[src/tlspq_pkg.sv]
// Package: shared types, widths and codes for the three-level priority queue.
`timescale 1ns / 1ps
package tlspq_pkg;

    localparam int CAPACITY     = 16;
    localparam int RESULT_LIMIT = 16;

    localparam int IDX_W  = $clog2(CAPACITY);
    localparam int CNT_W  = $clog2(CAPACITY + 1);
    localparam int TOT_W  = $clog2(RESULT_LIMIT + 1);
    localparam int CMP_W  = (CNT_W > TOT_W) ? CNT_W : TOT_W;

    localparam int ID_W   = 32;
    localparam int PRI_W  = 2;
    localparam int PREQ_W = 3;
    localparam int ORD_W  = 16;
    localparam int CODE_W = 8;
    localparam int CMD_W  = 2;
    localparam int ERR_W  = 3;

    localparam int IN_RAW_W  = CMD_W + ID_W + PREQ_W + ORD_W + CODE_W;
    localparam int IN_W      = ((IN_RAW_W + 7) / 8) * 8;
    localparam int OUT_RAW_W = ERR_W + ID_W + PRI_W + ORD_W + CODE_W;
    localparam int OUT_W     = ((OUT_RAW_W + 7) / 8) * 8;

    typedef enum logic [CMD_W-1:0] {
        CMD_INSERT = 2'd0,
        CMD_POP    = 2'd1,
        CMD_START  = 2'd2,
        CMD_DUMP   = 2'd3
    } cmd_t;

    typedef enum logic [ERR_W-1:0] {
        ERR_OK        = 3'd0,
        ERR_BAD_PRI   = 3'd1,
        ERR_FULL      = 3'd2,
        ERR_EMPTY     = 3'd3,
        ERR_NOT_FOUND = 3'd4
    } err_t;

    typedef struct packed {
        logic [ID_W-1:0]   id;
        logic [PRI_W-1:0]  pri;
        logic [ORD_W-1:0]  ord;
        logic [CODE_W-1:0] st;
    } entry_t;

    localparam int ENTRY_W = $bits(entry_t);

    localparam logic [PRI_W-1:0] PRI_FIRST = 2'd1;
    localparam logic [PRI_W-1:0] PRI_LAST  = 2'd3;
    localparam logic [CODE_W-1:0] EXAM_RESET = 8'd1;

endpackage

[src/three_level_stable_priority_queue.sv]
// Insert writes at the end; start and pop scan the entries, and pop then shifts the rest down.
// Dump walks the table once per priority level: S_DREAD and S_DCHK per entry, S_OUT per result.
// One request at a time: s_tready is high only while the sequencer is idle and no result waits.
// Scan and shift speed is set by the single read port of the entry RAM, one entry per cycle.
// Reset (rst_n low, async) empties the queue and sets exam_code to 1; RAM contents are not cleared.
`timescale 1ns / 1ps
module three_level_stable_priority_queue (
    input  logic                           clk,
    input  logic                           rst_n,
    input  logic                           s_tvalid,
    output logic                           s_tready,
    // cmd, patient_id, priority_req, reg_order, status_in (from bit 0)
    input  logic [tlspq_pkg::IN_W-1:0]     s_tdata,
    output logic                           m_tvalid,
    input  logic                           m_tready,
    // error, out_id, out_priority, out_order, out_status (from bit 0)
    output logic [tlspq_pkg::OUT_W-1:0]    m_tdata,
    output logic                           m_tlast,
    input  logic                           cfg_we,
    input  logic [tlspq_pkg::CODE_W-1:0]   cfg_wdata
);
    import tlspq_pkg::*;

    typedef enum logic [2:0] {
        S_IDLE,
        S_SCAN,
        S_SHIFT,
        S_DREAD,
        S_DCHK,
        S_OUT
    } state_t;

    state_t            state_reg, state_next;
    cmd_t              cmd_reg, cmd_next;
    logic [ID_W-1:0]   id_reg, id_next;
    logic [CNT_W-1:0]  idx_reg, idx_next;
    logic [IDX_W-1:0]  chk_reg, chk_next;
    logic              dv_reg, dv_next;
    entry_t            best_reg, best_next;
    logic [IDX_W-1:0]  best_idx_reg, best_idx_next;
    logic [CNT_W-1:0]  count_reg, count_next;
    logic [PRI_W-1:0]  level_reg, level_next;
    logic [TOT_W-1:0]  k_reg, k_next;
    logic [CODE_W-1:0] exam_reg, exam_next;
    logic              valid_reg, valid_next;
    err_t              err_reg, err_next;
    entry_t            oent_reg, oent_next;
    logic              last_reg, last_next;

    logic               ram_we;
    logic [IDX_W-1:0]   ram_waddr;
    entry_t             ram_wdata;
    logic [IDX_W-1:0]   ram_raddr;
    logic [ENTRY_W-1:0] ram_rdata;
    entry_t             rd_ent;

    cmd_t              in_cmd;
    logic [ID_W-1:0]   in_id;
    logic [PREQ_W-1:0] in_pri;
    logic [ORD_W-1:0]  in_ord;
    logic [CODE_W-1:0] in_st;

    logic             issue;
    logic [TOT_W-1:0] total;
    entry_t           started;

    assign in_cmd = cmd_t'(s_tdata[CMD_W-1:0]);
    assign in_id  = s_tdata[CMD_W +: ID_W];
    assign in_pri = s_tdata[CMD_W+ID_W +: PREQ_W];
    assign in_ord = s_tdata[CMD_W+ID_W+PREQ_W +: ORD_W];
    assign in_st  = s_tdata[CMD_W+ID_W+PREQ_W+ORD_W +: CODE_W];

    assign rd_ent = entry_t'(ram_rdata);
    assign issue  = (idx_reg < count_reg);
    assign total  = (CMP_W'(count_reg) < CMP_W'(RESULT_LIMIT)) ?
                    TOT_W'(count_reg) : TOT_W'(RESULT_LIMIT);

    always_comb
    begin
        started    = rd_ent;
        started.st = exam_reg;
    end

    assign ram_raddr = idx_reg[IDX_W-1:0];

    tlspq_ram #(
        .WIDTH (ENTRY_W),
        .DEPTH (CAPACITY)
    ) u_entries (
        .clk   (clk),
        .we    (ram_we),
        .waddr (ram_waddr),
        .wdata (ram_wdata),
        .raddr (ram_raddr),
        .rdata (ram_rdata)
    );

    always_comb
    begin
        state_next    = state_reg;
        cmd_next      = cmd_reg;
        id_next       = id_reg;
        idx_next      = idx_reg;
        chk_next      = chk_reg;
        dv_next       = dv_reg;
        best_next     = best_reg;
        best_idx_next = best_idx_reg;
        count_next    = count_reg;
        level_next    = level_reg;
        k_next        = k_reg;
        exam_next     = cfg_we ? cfg_wdata : exam_reg;
        valid_next    = valid_reg;
        err_next      = err_reg;
        oent_next     = oent_reg;
        last_next     = last_reg;
        ram_we        = 1'b0;
        ram_waddr     = chk_reg;
        ram_wdata     = rd_ent;

        case (state_reg)
            S_IDLE:
            begin
                if (s_tvalid)
                begin
                    cmd_next   = in_cmd;
                    id_next    = in_id;
                    idx_next   = '0;
                    dv_next    = 1'b0;
                    k_next     = '0;
                    level_next = PRI_FIRST;
                    oent_next  = '0;
                    last_next  = 1'b1;
                    err_next   = ERR_OK;
                    case (in_cmd)
                        CMD_INSERT:
                        begin
                            valid_next = 1'b1;
                            state_next = S_OUT;
                            if (in_pri == '0 || in_pri > PREQ_W'(PRI_LAST))
                            begin
                                err_next = ERR_BAD_PRI;
                            end
                            else if (count_reg == CNT_W'(CAPACITY))
                            begin
                                err_next = ERR_FULL;
                            end
                            else
                            begin
                                ram_we     = 1'b1;
                                ram_waddr  = count_reg[IDX_W-1:0];
                                ram_wdata  = '{id: in_id, pri: in_pri[PRI_W-1:0],
                                               ord: in_ord, st: in_st};
                                count_next = count_reg + 1'b1;
                            end
                        end
                        CMD_POP, CMD_DUMP:
                        begin
                            if (count_reg == '0)
                            begin
                                err_next   = ERR_EMPTY;
                                valid_next = 1'b1;
                                state_next = S_OUT;
                            end
                            else
                            begin
                                state_next = (in_cmd == CMD_POP) ? S_SCAN : S_DREAD;
                            end
                        end
                        CMD_START:
                        begin
                            state_next = S_SCAN;
                        end
                        default:
                        begin
                            state_next = S_IDLE;
                        end
                    endcase
                end
            end

            // walk entries 0..n-1, one read issued per cycle, data checked in the next cycle
            S_SCAN:
            begin
                dv_next = issue;
                if (issue)
                begin
                    idx_next = idx_reg + 1'b1;
                    chk_next = idx_reg[IDX_W-1:0];
                end
                if (dv_reg)
                begin
                    if (cmd_reg == CMD_START)
                    begin
                        if (rd_ent.id == id_reg)
                        begin
                            ram_we     = 1'b1;
                            ram_waddr  = chk_reg;
                            ram_wdata  = started;
                            oent_next  = started;
                            err_next   = ERR_OK;
                            dv_next    = 1'b0;
                            valid_next = 1'b1;
                            state_next = S_OUT;
                        end
                    end
                    else if (chk_reg == '0 || rd_ent.pri < best_reg.pri)
                    begin
                        best_next     = rd_ent;
                        best_idx_next = chk_reg;
                    end
                end
                else if (!issue)
                begin
                    if (cmd_reg == CMD_START)
                    begin
                        err_next   = ERR_NOT_FOUND;
                        valid_next = 1'b1;
                        state_next = S_OUT;
                    end
                    else
                    begin
                        idx_next   = CNT_W'(best_idx_reg) + 1'b1;
                        state_next = S_SHIFT;
                    end
                end
            end

            // close the gap: read entry i, write it to i-1
            S_SHIFT:
            begin
                dv_next = issue;
                if (issue)
                begin
                    idx_next = idx_reg + 1'b1;
                    chk_next = idx_reg[IDX_W-1:0];
                end
                if (dv_reg)
                begin
                    ram_we    = 1'b1;
                    ram_waddr = chk_reg - 1'b1;
                    ram_wdata = rd_ent;
                end
                else if (!issue)
                begin
                    count_next = count_reg - 1'b1;
                    oent_next  = best_reg;
                    err_next   = ERR_OK;
                    valid_next = 1'b1;
                    state_next = S_OUT;
                end
            end

            S_DREAD:
            begin
                if (idx_reg == count_reg)
                begin
                    idx_next   = '0;
                    level_next = level_reg + 1'b1;
                    if (level_reg == PRI_LAST)
                    begin
                        state_next = S_IDLE;
                    end
                end
                else
                begin
                    idx_next   = idx_reg + 1'b1;
                    state_next = S_DCHK;
                end
            end

            S_DCHK:
            begin
                if (rd_ent.pri == level_reg)
                begin
                    oent_next  = rd_ent;
                    err_next   = ERR_OK;
                    last_next  = ((k_reg + 1'b1) == total);
                    k_next     = k_reg + 1'b1;
                    valid_next = 1'b1;
                    state_next = S_OUT;
                end
                else
                begin
                    state_next = S_DREAD;
                end
            end

            S_OUT:
            begin
                if (m_tready)
                begin
                    valid_next = 1'b0;
                    state_next = (cmd_reg == CMD_DUMP && !last_reg) ? S_DREAD : S_IDLE;
                end
            end

            default:
            begin
                state_next = S_IDLE;
            end
        endcase
    end

    always_ff @(posedge clk or negedge rst_n)
    begin
        if (!rst_n)
        begin
            state_reg    <= S_IDLE;
            cmd_reg      <= CMD_INSERT;
            id_reg       <= '0;
            idx_reg      <= '0;
            chk_reg      <= '0;
            dv_reg       <= 1'b0;
            best_reg     <= '0;
            best_idx_reg <= '0;
            count_reg    <= '0;
            level_reg    <= PRI_FIRST;
            k_reg        <= '0;
            exam_reg     <= EXAM_RESET;
            valid_reg    <= 1'b0;
            err_reg      <= ERR_OK;
            oent_reg     <= '0;
            last_reg     <= 1'b0;
        end
        else
        begin
            state_reg    <= state_next;
            cmd_reg      <= cmd_next;
            id_reg       <= id_next;
            idx_reg      <= idx_next;
            chk_reg      <= chk_next;
            dv_reg       <= dv_next;
            best_reg     <= best_next;
            best_idx_reg <= best_idx_next;
            count_reg    <= count_next;
            level_reg    <= level_next;
            k_reg        <= k_next;
            exam_reg     <= exam_next;
            valid_reg    <= valid_next;
            err_reg      <= err_next;
            oent_reg     <= oent_next;
            last_reg     <= last_next;
        end
    end

    assign s_tready = (state_reg == S_IDLE);
    assign m_tvalid = valid_reg;
    assign m_tlast  = last_reg;
    assign m_tdata  = {{(OUT_W-OUT_RAW_W){1'b0}}, oent_reg.st, oent_reg.ord,
                       oent_reg.pri, oent_reg.id, err_reg};

    a_count_bound: assert property (@(posedge clk) disable iff (!rst_n)
        count_reg <= CNT_W'(CAPACITY))
        else $error("entry count above capacity");

    a_ready_no_result: assert property (@(posedge clk) disable iff (!rst_n)
        s_tready |-> !m_tvalid)
        else $error("new request taken while a result is pending");

    a_insert_grows: assert property (@(posedge clk) disable iff (!rst_n)
        (s_tvalid && s_tready && in_cmd == CMD_INSERT && in_pri != '0
         && in_pri <= PREQ_W'(PRI_LAST) && count_reg != CNT_W'(CAPACITY))
        |=> count_reg == $past(count_reg) + 1'b1)
        else $error("accepted insert did not add an entry");

    a_error_is_last: assert property (@(posedge clk) disable iff (!rst_n)
        (m_tvalid && err_reg != ERR_OK) |-> m_tlast)
        else $error("error result not marked last");

    a_dump_count: assert property (@(posedge clk) disable iff (!rst_n)
        (state_reg == S_DCHK || state_reg == S_DREAD) |-> k_reg < total)
        else $error("dump walked past its result count");

endmodule

[src/tlspq_ram.sv]
// Generic single-write, single-read RAM with registered read data.
`timescale 1ns / 1ps
module tlspq_ram #(
    parameter int WIDTH = 8,
    parameter int DEPTH = 16
) (
    input  logic                     clk,
    input  logic                     we,
    input  logic [$clog2(DEPTH)-1:0] waddr,
    input  logic [WIDTH-1:0]         wdata,
    input  logic [$clog2(DEPTH)-1:0] raddr,
    output logic [WIDTH-1:0]         rdata
);

    logic [WIDTH-1:0] mem [DEPTH];

    always_ff @(posedge clk)
    begin
        if (we)
        begin
            mem[waddr] <= wdata;
        end
        rdata <= mem[raddr];
    end

endmodule
[config.mk]
export PLATFORM = sky130hd
export DESIGN_NAME = three_level_stable_priority_queue
export DESIGN_NICKNAME = d
export VERILOG_FILES = /design/src/tlspq_pkg.sv /design/src/three_level_stable_priority_queue.sv /design/src/tlspq_ram.sv
export SDC_FILE = /design/constraint.sdc
export NUM_CORES = 1
export LEC_CHECK = 0
export BUFFER_PORTS_ARGS = -buffer_cell sky130_fd_sc_hd__buf_4
export CORE_MARGIN = 5
export CORE_UTILIZATION = 54
export CTS_CLUSTER_DIAMETER = 50
export DETAILED_ROUTE_END_ITERATION = 16
export PLACE_DENSITY = 0.71
export SETUP_SLACK_MARGIN = 0.4
export SYNTH_ARGS = -nofsm -noshare
export SYNTH_HDL_FRONTEND = slang
export SYNTH_SLANG_ARGS = --single-unit
[constraint.sdc]
create_clock -name clk -period 15.6 [get_ports clk]
set_input_delay 0.78 -clock clk [delete_from_list [all_inputs] [get_ports clk]]
set_output_delay 0.78 -clock clk [all_outputs]
set_load 0.03 [all_outputs]
==> out/qor.csv <==
stage,metric,value,unit
die,core-area,0.08501,sq mm
cells_and_area,nets,2500,
drt,vias_per_cell,6.262,
hold_path,hold_class,primary input to async pin,
placed_design,io_buffers,137,
die,die_area,0.09147,sq mm
pwr,p_leak,17.93,nW
drt,avgRoutedWirePerCell,28.81,um
global_routing,grt_pass1_vias,23810,
sta,rsz0062_at_grt,no,
clock_tree,clkSlewWorstSetupHoldPaths,0.06,ns
sta,period_share,37.77,%
synth,syn_avg_cell_area,20.72,sq um
placed_design,dpl.cell_count,3432,
drt,wl,105300,um
global_routing,antenna_found_initial,0,
placed_design,gp_congestion,0.8435,
cells_and_area,largest_reg_flops,928,
drt,ant_nets,0,
synth,async_flop_share,16.30,%
synth,netlist_area,0.04618,sq mm
clock_tree,ctsResizeCount,0,
global_routing,grt_pass1_wl,156400,um
drt,drc,0,
synth,syn-instance-count,2229,
clock_tree,cts_buffer_depth,3,
critical_path,cp-end-kind,flop,
die,start_util,54.32,%
critical_path,worstPathArrival,6.19,ns
sta,fmax,0.1697,GHz
clock_tree,insertion_delay,0.70,ns
clock_tree,htree_levels,3,
synth,synth_ff_type,edfxtp_1,
sta,finalSetupViolations,0,
clock_tree,post_cts_buffers,0,
cells_and_area,largest_register,u_entries.mem,
flow_run,maxCapViolations,0,
critical_path,startpoint_type,flop,
drt,firstDrtPassIters,5,
clock_tree,cts_buffers,117,
drt,num_vias,22890,
sta,tightest_slew,1.285,ns
pwr,cellPowerDensity,194.2,mW/mm^2
clock_tree,cts_tree,yes,
synth,netlist.area_leader.share,60.34,%
synth,synth_edf_count,928,
status,status,completed,
clock_tree,cts_hold_buffers,0,
synth,synth_common_cells,"edfxtp_1, mux4_2, mux2_2",
synth,yosysWarnings,0,
die,die_h,302.4,um
synth,yosysTopAreaCell,edfxtp_1,
placed_design,place_hpwl,55250,um
pwr,totalPowerFinal,10.21,mW
global_routing,overflow,0,
critical_path,critPathKind,flop to flop,
cells_and_area,drive_gt1_share,36.44,%
sta,final_max_slew_viol_count,0,
sta,finalSetupTns,0,ns
synth,ys_seq_elements,1178,
cells_and_area,seqCellArea,0.03385,sq mm
sta,finalClockSkew,0.03861,ns
critical_path,required,15.89,ns
global_routing,grtUsageTotal,23.28,%
clock_tree,clock-root-buffer,clkbuf_16,
sta,min_period,5.893,ns
drt,first_iter_violations,2261,
synth,yosysMostFrequentCell,edfxtp_1,
cells_and_area,multi_input_area,0.01190,sq mm
cells_and_area,nFillCells,5721,
sta,hold_viol_final,0,
cells_and_area,final_cell_count_no_fill,3656,
cells_and_area,syn2layout_area_growth,13.77,%
die,io_pins,144,
die,die_w,302.4,um
synth,yosysSeqAreaShare,73.26,%
die,rows,107,
critical_path,cp_max_fo,44,
sta,slew_headroom,13.43,%
clock_tree,clkSinkCount,1178,
pwr,peakVddDrop,192.3,uV
synth,ys_types,73,
synth,synthTopCellsByArea,"edfxtp_1, mux4_2, dfrtp_1",
global_routing,grt_max_degree,112,
==> kinds of logic (layout without fill, tap and decap cells) <==
kind of cell | Yosys count | after routing | share of synthesized area, %
and+or+nand+nor | 145 | 145 | 1.647
buffers and inverters | 147 | 427 | 1.262
adders and majority gates | 16 | 16 | 0.4497
other | 1 | 4 | 0.008120
AOI/OAI and AO/OA | 185 | 185 | 2.986
xor gates and xnor gates | 47 | 47 | 0.8913
muxes | 510 | 510 | 19.49
DFF | 1178 | 1178 | 73.26
==> layout make-up <==
cell class | count | area share (%)
clock inverters | 63 | 1.205
inverters | 20 | 0.1429
flip-flops and latches | 1178 | 64.42
diodes | 1 | 0.004763
clock buffers | 160 | 6.170
multi-input cells | 906 | 22.64
repair buffers | 184 | 2.691
well taps | 1144 | 2.724
==> critical path, cell delays in order (launching register included) <==
cell,delay [ns]
dfrtp_1,0.68
or4b_2,0.73
buf_4,0.37
a2111oi_4,0.40
buf_4,0.58
a21oi_2,0.17
a211oi_1,0.25
o21ai_0,0.46
nor2_4,1.00
buf_4,0.78
==> where the power goes <==
| group | switching, mW | leakage (nW) | total, mW | internal, mW |
|---|---|---|---|---|
| Clock | 1.18 | 1.89 | 2.79 | 1.61 |
| Combinational | 1.56 | 4.82 | 2.93 | 1.37 |
| Sequential | 0.362 | 11.2 | 4.49 | 4.12 |
==> metal layers <==
layer / global-route usage, % / wire length (um) / vias up
met1: 33.72 / 42650 / 12190
met4: 5.951 / 2272 / 0
met5: 0 / 0 / -
met3: 4.179 / 8689 / 160
met2: 37.62 / 51710 / 1017
li1: - / - / 9530
==> cell usage in the layout (no fill, tap or decap), drive strengths merged, types with 4 or more instances in the layout <==
cell | synthesis | final
o21ai | 42 | 42
nor3 | 15 | 15
dfrtp | 190 | 190
clkinv | 0 | 39
nand2b | 9 | 9
dfxtp | 58 | 58
a21o | 14 | 14
a21oi | 20 | 20
mux2 | 215 | 215
nor2 | 23 | 23
a22oi | 9 | 9
inv | 20 | 28
nand4 | 6 | 6
nand2 | 36 | 36
ha | 15 | 15
xor2 | 39 | 39
clkbuf | 83 | 160
edfxtp | 928 | 928
clkinvlp | 0 | 7
nand3 | 14 | 14
and2 | 4 | 4
mux4 | 290 | 290
a22o | 58 | 58
bufinv | 0 | 9
nor4 | 14 | 14
mux2i | 5 | 5
xnor2 | 8 | 8
buf | 44 | 184
or2 | 4 | 4
==> worst paths after layout <==
| kind | from | end | slack [ns] | depth (start not counted) |
|---|---|---|---|---|
| setup / recovery | state_reg[2]$_DFFE_PN0P_ | u_entries.mem[12][40]$_DFFE_PP_ | 9.71 | 9 |
| hold / removal | rst_n | level_reg[1]$_DFFE_PN0P_ | 0.19 | 1 |
| setup reg to reg | state_reg[2]$_DFFE_PN0P_ | u_entries.mem[12][40]$_DFFE_PP_ | 9.71 | 9 |
| hold reg to reg | m_tvalid$_DFFE_PN0P_ | m_tvalid$_DFFE_PN0P_ | 0.50 | 1 |
| max in group asynchronous | rst_n | best_reg[37]$_DFFE_PN0P_ | 13.52 | 3 |
| min in group clk | cfg_wdata[3] | exam_reg[3]$_DFFE_PN0P_ | 0.33 | 2 |
==> stage by stage <==
stage | util [%] | area [sq um] | hold slack, ns | setup slack (ns)
after floorplan | - | 46190 | 0.4759 | 7.126
after global placement | 57.24 | 48670 | 0.4868 | 9.709
after detailed placement | 57.24 | 48670 | 0.4856 | 9.618
after CTS | 61.80 | 52540 | 0.1949 | 9.707
after global routing | 61.80 | 52540 | 0.2570 | 9.458
final | 61.81 | 52540 | 0.1895 | 9.707
(Power assumes the default switching activity.)
